$ cat config.mk
export PLATFORM = sky130hd
export DESIGN_NAME = row_ascending_sorter
export DESIGN_NICKNAME = d
export VERILOG_FILES = /design/src/rtl/core/ras_pkg.sv /design/src/rtl/core/ras_front.sv /design/src/rtl/core/ras_back.sv /design/src/rtl/core/row_ascending_sorter.sv
export SDC_FILE = /design/constraint.sdc
export NUM_CORES = 2
export LEC_CHECK = 0
export ABC_CLOCK_PERIOD_IN_PS = 22600
export BUFFER_PORTS_ARGS = -buffer_cell sky130_fd_sc_hd__buf_2
export CORE_MARGIN = 3
export CORE_UTILIZATION = 69
export CTS_CLUSTER_SIZE = 12
export DETAILED_ROUTE_END_ITERATION = 16
export GPL_ROUTABILITY_DRIVEN = 1
export HOLD_SLACK_MARGIN = 0.05
export MAX_ROUTING_LAYER = met4
export PLACE_DENSITY = 0.87
export SYNTH_ARGS = -nofsm -noshare
export SYNTH_HDL_FRONTEND = slang
export SYNTH_SLANG_ARGS = --single-unit
$ cat constraint.sdc
create_clock -name clk_i -period 22.6 [get_ports clk_i]
set_clock_uncertainty 0.1 [all_clocks]
set_input_delay 1.13 -clock clk_i [delete_from_list [all_inputs] [get_ports clk_i]]
set_output_delay 1.13 -clock clk_i [all_outputs]
set_load 0.01 [all_outputs]
$ cat src/rtl/core/ras_pkg.sv
// package for the row sorter: sizes and shared types
`timescale 1ns / 1ps
package ras_pkg;
  localparam int unsigned RowCapacity = 16;
  localparam int unsigned DataW = 32;
  localparam int unsigned QueueDepth = 2;

  // item passed from the front part to the back part
  typedef struct packed {
    logic signed [DataW-1:0] element;
    logic                    row_end;
  } ras_item_t;

  // back part phases
  typedef enum logic [1:0] {
    ST_LOAD,
    ST_DRAIN
  } ras_state_e;
endpackage

$ cat src/rtl/core/ras_front.sv
// front part: input handshake and a short item queue
`timescale 1ns / 1ps
module ras_front (
  input  logic               clk_i,
  input  logic               rst_ni,
  input  logic               s_tvalid_i,
  output logic               s_tready_o,
  input  logic [31:0]        s_tdata_i,
  input  logic               s_tlast_i,
  output logic               q_valid_o,
  input  logic               q_ready_i,
  output ras_pkg::ras_item_t q_item_o
);
  import ras_pkg::*;

  ras_item_t  buf_q [QueueDepth];
  logic       wr_q, rd_q;
  logic [1:0] cnt_q;
  logic       push, pop;

  assign s_tready_o = (cnt_q != 2'(QueueDepth));
  assign push       = s_tvalid_i && s_tready_o;
  assign q_valid_o  = (cnt_q != 2'd0);
  assign pop        = q_valid_o && q_ready_i;
  assign q_item_o   = buf_q[rd_q];

  // queue pointers and fill
  always_ff @(posedge clk_i or negedge rst_ni) begin
    if (!rst_ni) begin
      wr_q  <= 1'b0;
      rd_q  <= 1'b0;
      cnt_q <= 2'd0;
    end else begin
      if (push) wr_q <= ~wr_q;
      if (pop) rd_q <= ~rd_q;
      cnt_q <= cnt_q + 2'(push) - 2'(pop);
    end
  end

  // queue storage
  always_ff @(posedge clk_i) begin
    if (push) begin
      buf_q[wr_q].element <= s_tdata_i;
      buf_q[wr_q].row_end <= s_tlast_i;
    end
  end
endmodule

$ cat src/rtl/core/ras_back.sv
// back part: insertion chain of cells, then drain of the sorted row
`timescale 1ns / 1ps
module ras_back #(
  parameter int unsigned ROW_CAPACITY = ras_pkg::RowCapacity
) (
  input  logic               clk_i,
  input  logic               rst_ni,
  input  logic               q_valid_i,
  output logic               q_ready_o,
  input  ras_pkg::ras_item_t q_item_i,
  output logic               m_tvalid_o,
  input  logic               m_tready_i,
  output logic [31:0]        m_tdata_o,
  output logic               m_tlast_o,
  output logic               m_tuser_o
);
  import ras_pkg::*;

  localparam int unsigned CntW = $clog2(ROW_CAPACITY + 1);

  logic signed [DataW-1:0] cell_q [ROW_CAPACITY];
  logic signed [DataW-1:0] cell_d [ROW_CAPACITY];
  logic [CntW-1:0]         fill_q, fill_d;
  logic                    ovf_q, ovf_d;
  ras_state_e              state_q, state_d;
  logic                    take, shift, insert;
  logic                    obuf_q, obuf_d;

  // output register
  logic [DataW-1:0] odata_q, odata_d;
  logic             olast_q, olast_d, oovf_q, oovf_d;

  assign q_ready_o  = (state_q == ST_LOAD);
  assign take       = q_valid_i && q_ready_o;
  assign m_tvalid_o = obuf_q;
  assign m_tdata_o  = odata_q;
  assign m_tlast_o  = olast_q;
  assign m_tuser_o  = oovf_q;

  // next state, cell chain and drain control
  always_comb begin
    state_d = state_q;
    fill_d  = fill_q;
    ovf_d   = ovf_q;
    obuf_d  = obuf_q && !m_tready_i;
    odata_d = odata_q;
    olast_d = olast_q;
    oovf_d  = oovf_q;
    shift   = 1'b0;
    insert  = (take && (fill_q < CntW'(ROW_CAPACITY)));
    for (int i = 0; i < ROW_CAPACITY; i++) begin
      cell_d[i] = cell_q[i];
    end
    case (state_q)
      ST_LOAD: begin
        if (take) begin
          if (insert) fill_d = fill_q + 1'b1;
          else ovf_d = 1'b1;
          if (q_item_i.row_end) state_d = ST_DRAIN;
        end
      end
      ST_DRAIN: begin
        if (!obuf_d) begin
          shift   = 1'b1;
          obuf_d  = 1'b1;
          odata_d = cell_q[0];
          olast_d = (fill_q == CntW'(1));
          oovf_d  = ovf_q;
          fill_d  = fill_q - 1'b1;
          if (fill_q == CntW'(1)) begin
            state_d = ST_LOAD;
            ovf_d   = 1'b0;
          end
        end
      end
      default: state_d = ST_LOAD;
    endcase
    // each cell keeps the smaller value, larger ones move one place up
    if (insert) begin
      for (int i = 0; i < ROW_CAPACITY; i++) begin
        if (CntW'(i) < fill_q) begin
          if (cell_q[i] > q_item_i.element) begin
            cell_d[i] = (i == 0) ? q_item_i.element :
              ((cell_q[i-((i > 0) ? 1 : 0)] > q_item_i.element) ?
               cell_q[i-((i > 0) ? 1 : 0)] : q_item_i.element);
          end
        end else if (CntW'(i) == fill_q) begin
          cell_d[i] = (i == 0) ? q_item_i.element :
            ((cell_q[i-((i > 0) ? 1 : 0)] > q_item_i.element) ?
             cell_q[i-((i > 0) ? 1 : 0)] : q_item_i.element);
        end
      end
    end
    // drain pops the smallest cell
    if (shift) begin
      for (int i = 0; i < ROW_CAPACITY - 1; i++) begin
        cell_d[i] = cell_q[i+1];
      end
    end
  end

  // control registers
  always_ff @(posedge clk_i or negedge rst_ni) begin
    if (!rst_ni) begin
      state_q <= ST_LOAD;
      fill_q  <= '0;
      ovf_q   <= 1'b0;
      obuf_q  <= 1'b0;
    end else begin
      state_q <= state_d;
      fill_q  <= fill_d;
      ovf_q   <= ovf_d;
      obuf_q  <= obuf_d;
    end
  end

  // payload registers
  always_ff @(posedge clk_i) begin
    odata_q <= odata_d;
    olast_q <= olast_d;
    oovf_q  <= oovf_d;
    for (int i = 0; i < ROW_CAPACITY; i++) begin
      cell_q[i] <= cell_d[i];
    end
  end
endmodule

$ cat src/rtl/core/row_ascending_sorter.sv
// top level of the row sorter
//
// channel | dir | fields
// s_axis  | in  | tdata = element[31:0], tlast = row_end
// m_axis  | out | tdata = sorted_value[31:0], tlast = final_res, tuser = overflowed
//
// one element is taken per cycle while a row loads into the insertion chain
// a row's n stored elements then drain, one result per cycle when not stalled
// no input is taken by the chain during the drain; the two-entry queue absorbs
// a short burst, and the output register holds under back-pressure
// reset clears queue, fill count, overflow and output valid
`timescale 1ns / 1ps
module row_ascending_sorter #(
  parameter int unsigned ROW_CAPACITY = ras_pkg::RowCapacity
) (
  input  logic        clk_i,
  input  logic        rst_ni,
  input  logic        s_tvalid_i,
  output logic        s_tready_o,
  input  logic [31:0] s_tdata_i,   // element[31:0]
  input  logic        s_tlast_i,
  output logic        m_tvalid_o,
  input  logic        m_tready_i,
  output logic [31:0] m_tdata_o,   // sorted_value[31:0]
  output logic        m_tlast_o,
  output logic        m_tuser_o    // overflowed
);
  import ras_pkg::*;

  logic      q_valid, q_ready;
  ras_item_t q_item;

  ras_front u_front (
    .clk_i, .rst_ni, .s_tvalid_i, .s_tready_o, .s_tdata_i, .s_tlast_i,
    .q_valid_o(q_valid), .q_ready_i(q_ready), .q_item_o(q_item)
  );

  ras_back #(.ROW_CAPACITY(ROW_CAPACITY)) u_back (
    .clk_i, .rst_ni, .q_valid_i(q_valid), .q_ready_o(q_ready),
    .q_item_i(q_item), .m_tvalid_o, .m_tready_i, .m_tdata_o, .m_tlast_o,
    .m_tuser_o
  );

`ifndef ASSERT_OFF
  // a held result keeps its payload
  assert property (@(posedge clk_i) disable iff (!rst_ni)
    m_tvalid_o && !m_tready_i |=> m_tvalid_o && $stable(m_tdata_o))
    else $error("output changed under stall");
  // sorted order within a row
  assert property (@(posedge clk_i) disable iff (!rst_ni)
    m_tvalid_o && m_tready_i && !m_tlast_o ##1 m_tvalid_o |->
      $signed(m_tdata_o) >= $signed($past(m_tdata_o)))
    else $error("row out of order");
`endif
endmodule
Word-level counts from Yosys, hierarchy flattened
Memories as Yosys holds them, arrays and structs flattened.
Index checks and enable logic that the tools add are counted.
Storage, ports and cells
  memories: 2
  register bits: 47
  logic and storage cells: 173
  output and inout bits: 36
  RAM bits: 578
Memories
  u_back.cell_q: depth 16, bits a word 32, read ports 16, clocked after memory_dff 0, wr ports 16, line ras_back.sv:21  | logic signed [DataW-1:0] cell_q [ROW_CAPACITY];
  u_front.buf_q: depth 2, bits a word 33, read ports 1, clocked after memory_dff 0, wr ports 1, line ras_front.sv:16  | ras_item_t buf_q [QueueDepth];
Operators by class
  mux-type cells: 84
  reductions and logical operators: 13
  $lt $le $gt $ge: 33
  bitwise logic cells: 3
  equality and inequality tests: 24
  add/sub/neg operators: 4
Operator list (count)
  $mux W32: 63
  $gt A32 B32 Y1: 16
  $mux W512: 1
  $mux W480: 1
  $eq A4 B5 Y1 const A: 8
  $lt A4 B5 Y1 const A: 8
  $eq A3 B5 Y1 const A: 4
  $lt A3 B5 Y1 const A: 4
  $mux W5: 3
  $ne A2 B2 Y1 const B: 6
  $eq A2 B5 Y1 const A: 2
  $lt A1 B5 Y1 const A: 2
  $lt A2 B5 Y1 const A: 2
  $pmux W5 S2: 1
  $mux W1: 9
  $mux W2: 4
  $reduce_and A4 Y1: 2
  $add A5 B1 Y5 const B: 1
  $eq A1 B5 Y1 const A: 1
  $eq A5 B1 Y1 const B: 1
  $logic_not A5 Y1: 1
  $lt A5 B5 Y1 const B: 1
  $reduce_and A5 Y1: 1
  $sub A5 B1 Y5 const B: 1
  12 further kinds: 18

Longest topological paths before layout
An unclocked memory read counts as a cell.
  depth after elaboration: 7
  depth in mapped cells: 15
  gate-level depth less buffers: 11

Modules after synthesis
Synthesis repeated with hierarchy kept, for this count alone.
Second synthesis, totals
  cell total of the unflattened synthesis: 3832
  area total of the unflattened synthesis: 41926.5 µm²
Modules (own cells, without submodules)
  ras_back: cells an instance 3707, sequential area each 16595.9 µm², area an instance 39322.7 µm², times used 1
  ras_front: cells an instance 125, sequential area each 2082.0 µm², area an instance 2603.7 µm², times used 1

Worst setup path before layout
OpenSTA, ideal clock, no wires.
  path type: register to register
  start: register u_front.rd_q (netlist name)
  end: memory u_back.cell_q[8][0] (netlist: u_back.cell_q[1][0]), enable pin
  path buffers: 3
  arrival: 6.874 ns
  stages on the path, launching flop included: 14
  period minus slack after synthesis: 7.508 ns
  slack: 15.092 ns
  setup time: 0.533 ns
  cell sequence: dfrtp_1 -> clkbuf_1 -> clkbuf_1 -> mux2_2 -> inv_1 -> ha_1 -> nand4_1 -> nor4_1 -> inv_1 -> a211o_1 -> o2111ai_1 -> mux2i_1 -> clkbuf_1 -> o311ai_0
RTL lines (line)
  to (decl): ras_back.sv:21

==> out/results.txt <==
Status = finished, final reports clean
Largest net degree at the start of global routing = 202
Critical Path Most Common Cell = buf_4
Vias in the first global route = 32.9k
WP buf/inv = 4
IO Pins = 73
Via density = 7.42
Width of the die = 246 um
Multi-input logic area = 20,200 um^2
Worst Path Arrival = 7.37 ns
Yosys top cell area share = 0.461
Max-slew violations = 0
RSZ-0062 raised after global routing = no
Mapped Area = 39,900 um^2
Leading area contributor after synthesis = edfxtp_1
CTS tree = yes
Initial antenna violation count = 1
H-tree Lvls = 3
# DRC = 0
Commonest non-fill, non-tap cell in the layout = nand2_1
Routability-driven placement congestion ratio = 1.05
Hold Crit Class = input pin to async pin
Port bufs = 72
Cells along the critical path = buf_4, mux2_2, inv_1, ha_1, a21oi_1, o21ai_0, a221o_1, a211oi_1, o2111ai_1, mux2i_4, buf_4, a211oi_1, a211oi_4, buf_4
Setup Buffers After CTS = 0
Fmax = 139 MHz
Post-CTS Hold Fix Bufs = 0
DRT antenna net count = 0
WS Path Type = flop to flop
CTS Buf Count = 70
Core Area = 56,800 um^2
CTS max path bufs = 3
Clock Latency Late Sink = 0.63 ns
Synthesis-stage register bit count = 624
Max_cap viols = 0
DIE AREA = 60,700 um^2
Worst-path clk slew = 0.06 ns
Final Hold Fails = 0
CP required = 22.79 ns
Post-synth EDFFs = 612
Syn Area/Cell = 10.5 um^2
Max incr delay on CP = 1.05 ns
Slew headroom = 0.0988
Async SR Flop Fraction = 0.0192
Most frequent cells in the layout = nand2_1 (627), edfxtp_1 (612), ha_1 (487)
Mapped Cells = 3,809
TritonRoute pass-1 iters = 6
Post-synthesis net count = 4,333
Fin Setup TNS = 0 ns
CTS-repair resized insts = 0
Clk sinks = 624
Vias = 33.8k
CP top delay family = compound AO/OA/AOI/OAI gates
Slowest-stage cell, CP = dfrtp_1
Layout net count = 4,275
Period minus WS final = 7.17 ns
Die height = 246 um
DR WL/cell = 28.5 um
Main area contributors after synthesis = edfxtp_1 (46%), ha_1 (15%), nand2_1 (5.9%), o211ai_1 (5.6%), nand3_1 (4.5%)
Hpwl dp = 89,000 um
Total congestion overflow = 0
Critical Path Sink Type = flop
First-pass GRT wire length = 196,000 um
All-Layer GR Usage = 0.438
Top_reg_cell synth = edfxtp_1
Crit share post-route = 0.317
Initial Utilization = 0.702
Fill cells = 3,900
CP startpoint kind = flop
Sequential element share of the synthesized area = 0.468
Area Overhead vs Synth = 7.70%
Clk root buf = clkbuf_16
Slew @ Worst Pin = 1.35 ns
Synth warnings = 0
Storage element area = 18,700 um^2
Routed WL = 130,000 um
Iteration-0 DRC Markers = 4,569
Layout cell share with drive strength beyond 1 = 0.0889
Distinct cell type count after synthesis = 67
Worst Path Max Fanout = 67
Rows = 87
Setup violators final = 0
==> state kept, by name, indices dropped and copies added, names as in the netlist <==
signal / count
u_back.cell_q: 512
u_front.buf_q: 66
u_back.m_tdata_o: 32
u_back.fill_q: 5
u_front.cnt_q: 2
u_back.m_tlast_o: 1
u_back.m_tuser_o: 1
u_back.m_tvalid_o: 1
u_back.ovf_q: 1
u_back.state_q: 1
u_front.rd_q: 1
u_front.wr_q: 1
==> layout make-up <==
class                      count  share of cell area
clock buffer                  97              0.0451
sequential                   624               0.435
inverter                      74             0.00664
timing repair buffer         112              0.0160
tap                          756              0.0220
antenna                        1           0.0000583
clock inverter                24             0.00533
multi-input combinational   2869               0.470
==> cell families (layout without fill, tap and decap cells) <==
logic type	Yosys count	after routing	synth area share
AOI/OAI and AO/OA	922	922	0.153
xor gates and xnor gates	8	8	0.00176
adders and majority gates	487	487	0.153
buffers and inverters	316	307	0.0336
DFF	624	624	0.468
muxes	145	145	0.0384
other	0	1	0
and+or+nand+nor	1307	1307	0.152
==> path summary, 6_finish.rpt <==
| path | slack, ns | start | depth (start not counted) | end |
|---|---|---|---|---|
| min reg2reg | 0.38 | u_back.ovf_q | 0 | u_back.m_tuser_o |
| min | 0.31 | rst_ni | 1 | u_back.fill_q[2] |
| max reg2reg | 15.43 | u_front.rd_q | 14 | u_back.cell_q[0][175] |
| max in group asynchronous | 21.82 | rst_ni | 1 | u_back.ovf_q |
| max | 15.43 | u_front.rd_q | 14 | u_back.cell_q[0][175] |
| min in group clk_i | 0.38 | u_back.ovf_q | 0 | u_back.m_tuser_o |
==> worst register-to-register path: stages (launching register included) <==
cell,delay [ns]
dfrtp_1,1.05
buf_4,0.45
mux2_2,0.44
inv_1,0.62
ha_1,0.39
a21oi_1,0.13
o21ai_0,0.11
a221o_1,0.41
a211oi_1,0.45
o2111ai_1,0.24
mux2i_4,0.21
buf_4,0.76
a211oi_1,0.27
a211oi_4,0.76
buf_4,0.45
==> layer usage <==
layer  track usage  wire length [um]  vias to the layer above
met5             -                 0                        -
met4         0.271             10200                        0
met3        0.0802             14100                      747
met2         0.676             59300                     2659
met1         0.538             46300                    15951
li1              -                 -                    14474
==> cells in the mapped netlist, types with 13 or more instances <==
cell / number
mux2i_1: 80
nor3_1: 23
clkbuf_1: 167
nand4_1: 99
o21a_1: 13
o211ai_1: 299
nor2b_1: 26
and4_1: 14
inv_1: 73
buf_2: 24
edfxtp_1: 612
nand3_1: 357
o21ai_1: 17
mux2_2: 65
o21ai_0: 175
nor2_1: 52
a21oi_1: 233
buf_6: 13
a21o_1: 51
and2_1: 60
ha_1: 487
a211oi_1: 23
buf_1: 31
o211ai_2: 30
nand2_1: 627
==> metrics by stage <==
| stage | instances | utilization | instance area, um^2 | setup slack [ns] | hold WS (ns) |
|---|---|---|---|---|---|
| 2_1_floorplan | 3809 | - | 39900 | 15.09 | 0.326 |
| 3_3_place_gp | 4435 | 0.718 | 40800 | 15.84 | 0.345 |
| 3_5_place_dp | 4435 | 0.718 | 40800 | 15.70 | 0.338 |
| 4_1_cts | 4556 | 0.756 | 42900 | 15.66 | 0.305 |
| 5_1_grt | 4557 | 0.756 | 42900 | 15.24 | 0.311 |
| 6_report | 4557 | 0.756 | 42900 | 15.43 | 0.309 |
Power is left out: the tool's default activity adds up to more than one toggle a clock period on the data nets, which glitch-free logic cannot reach.
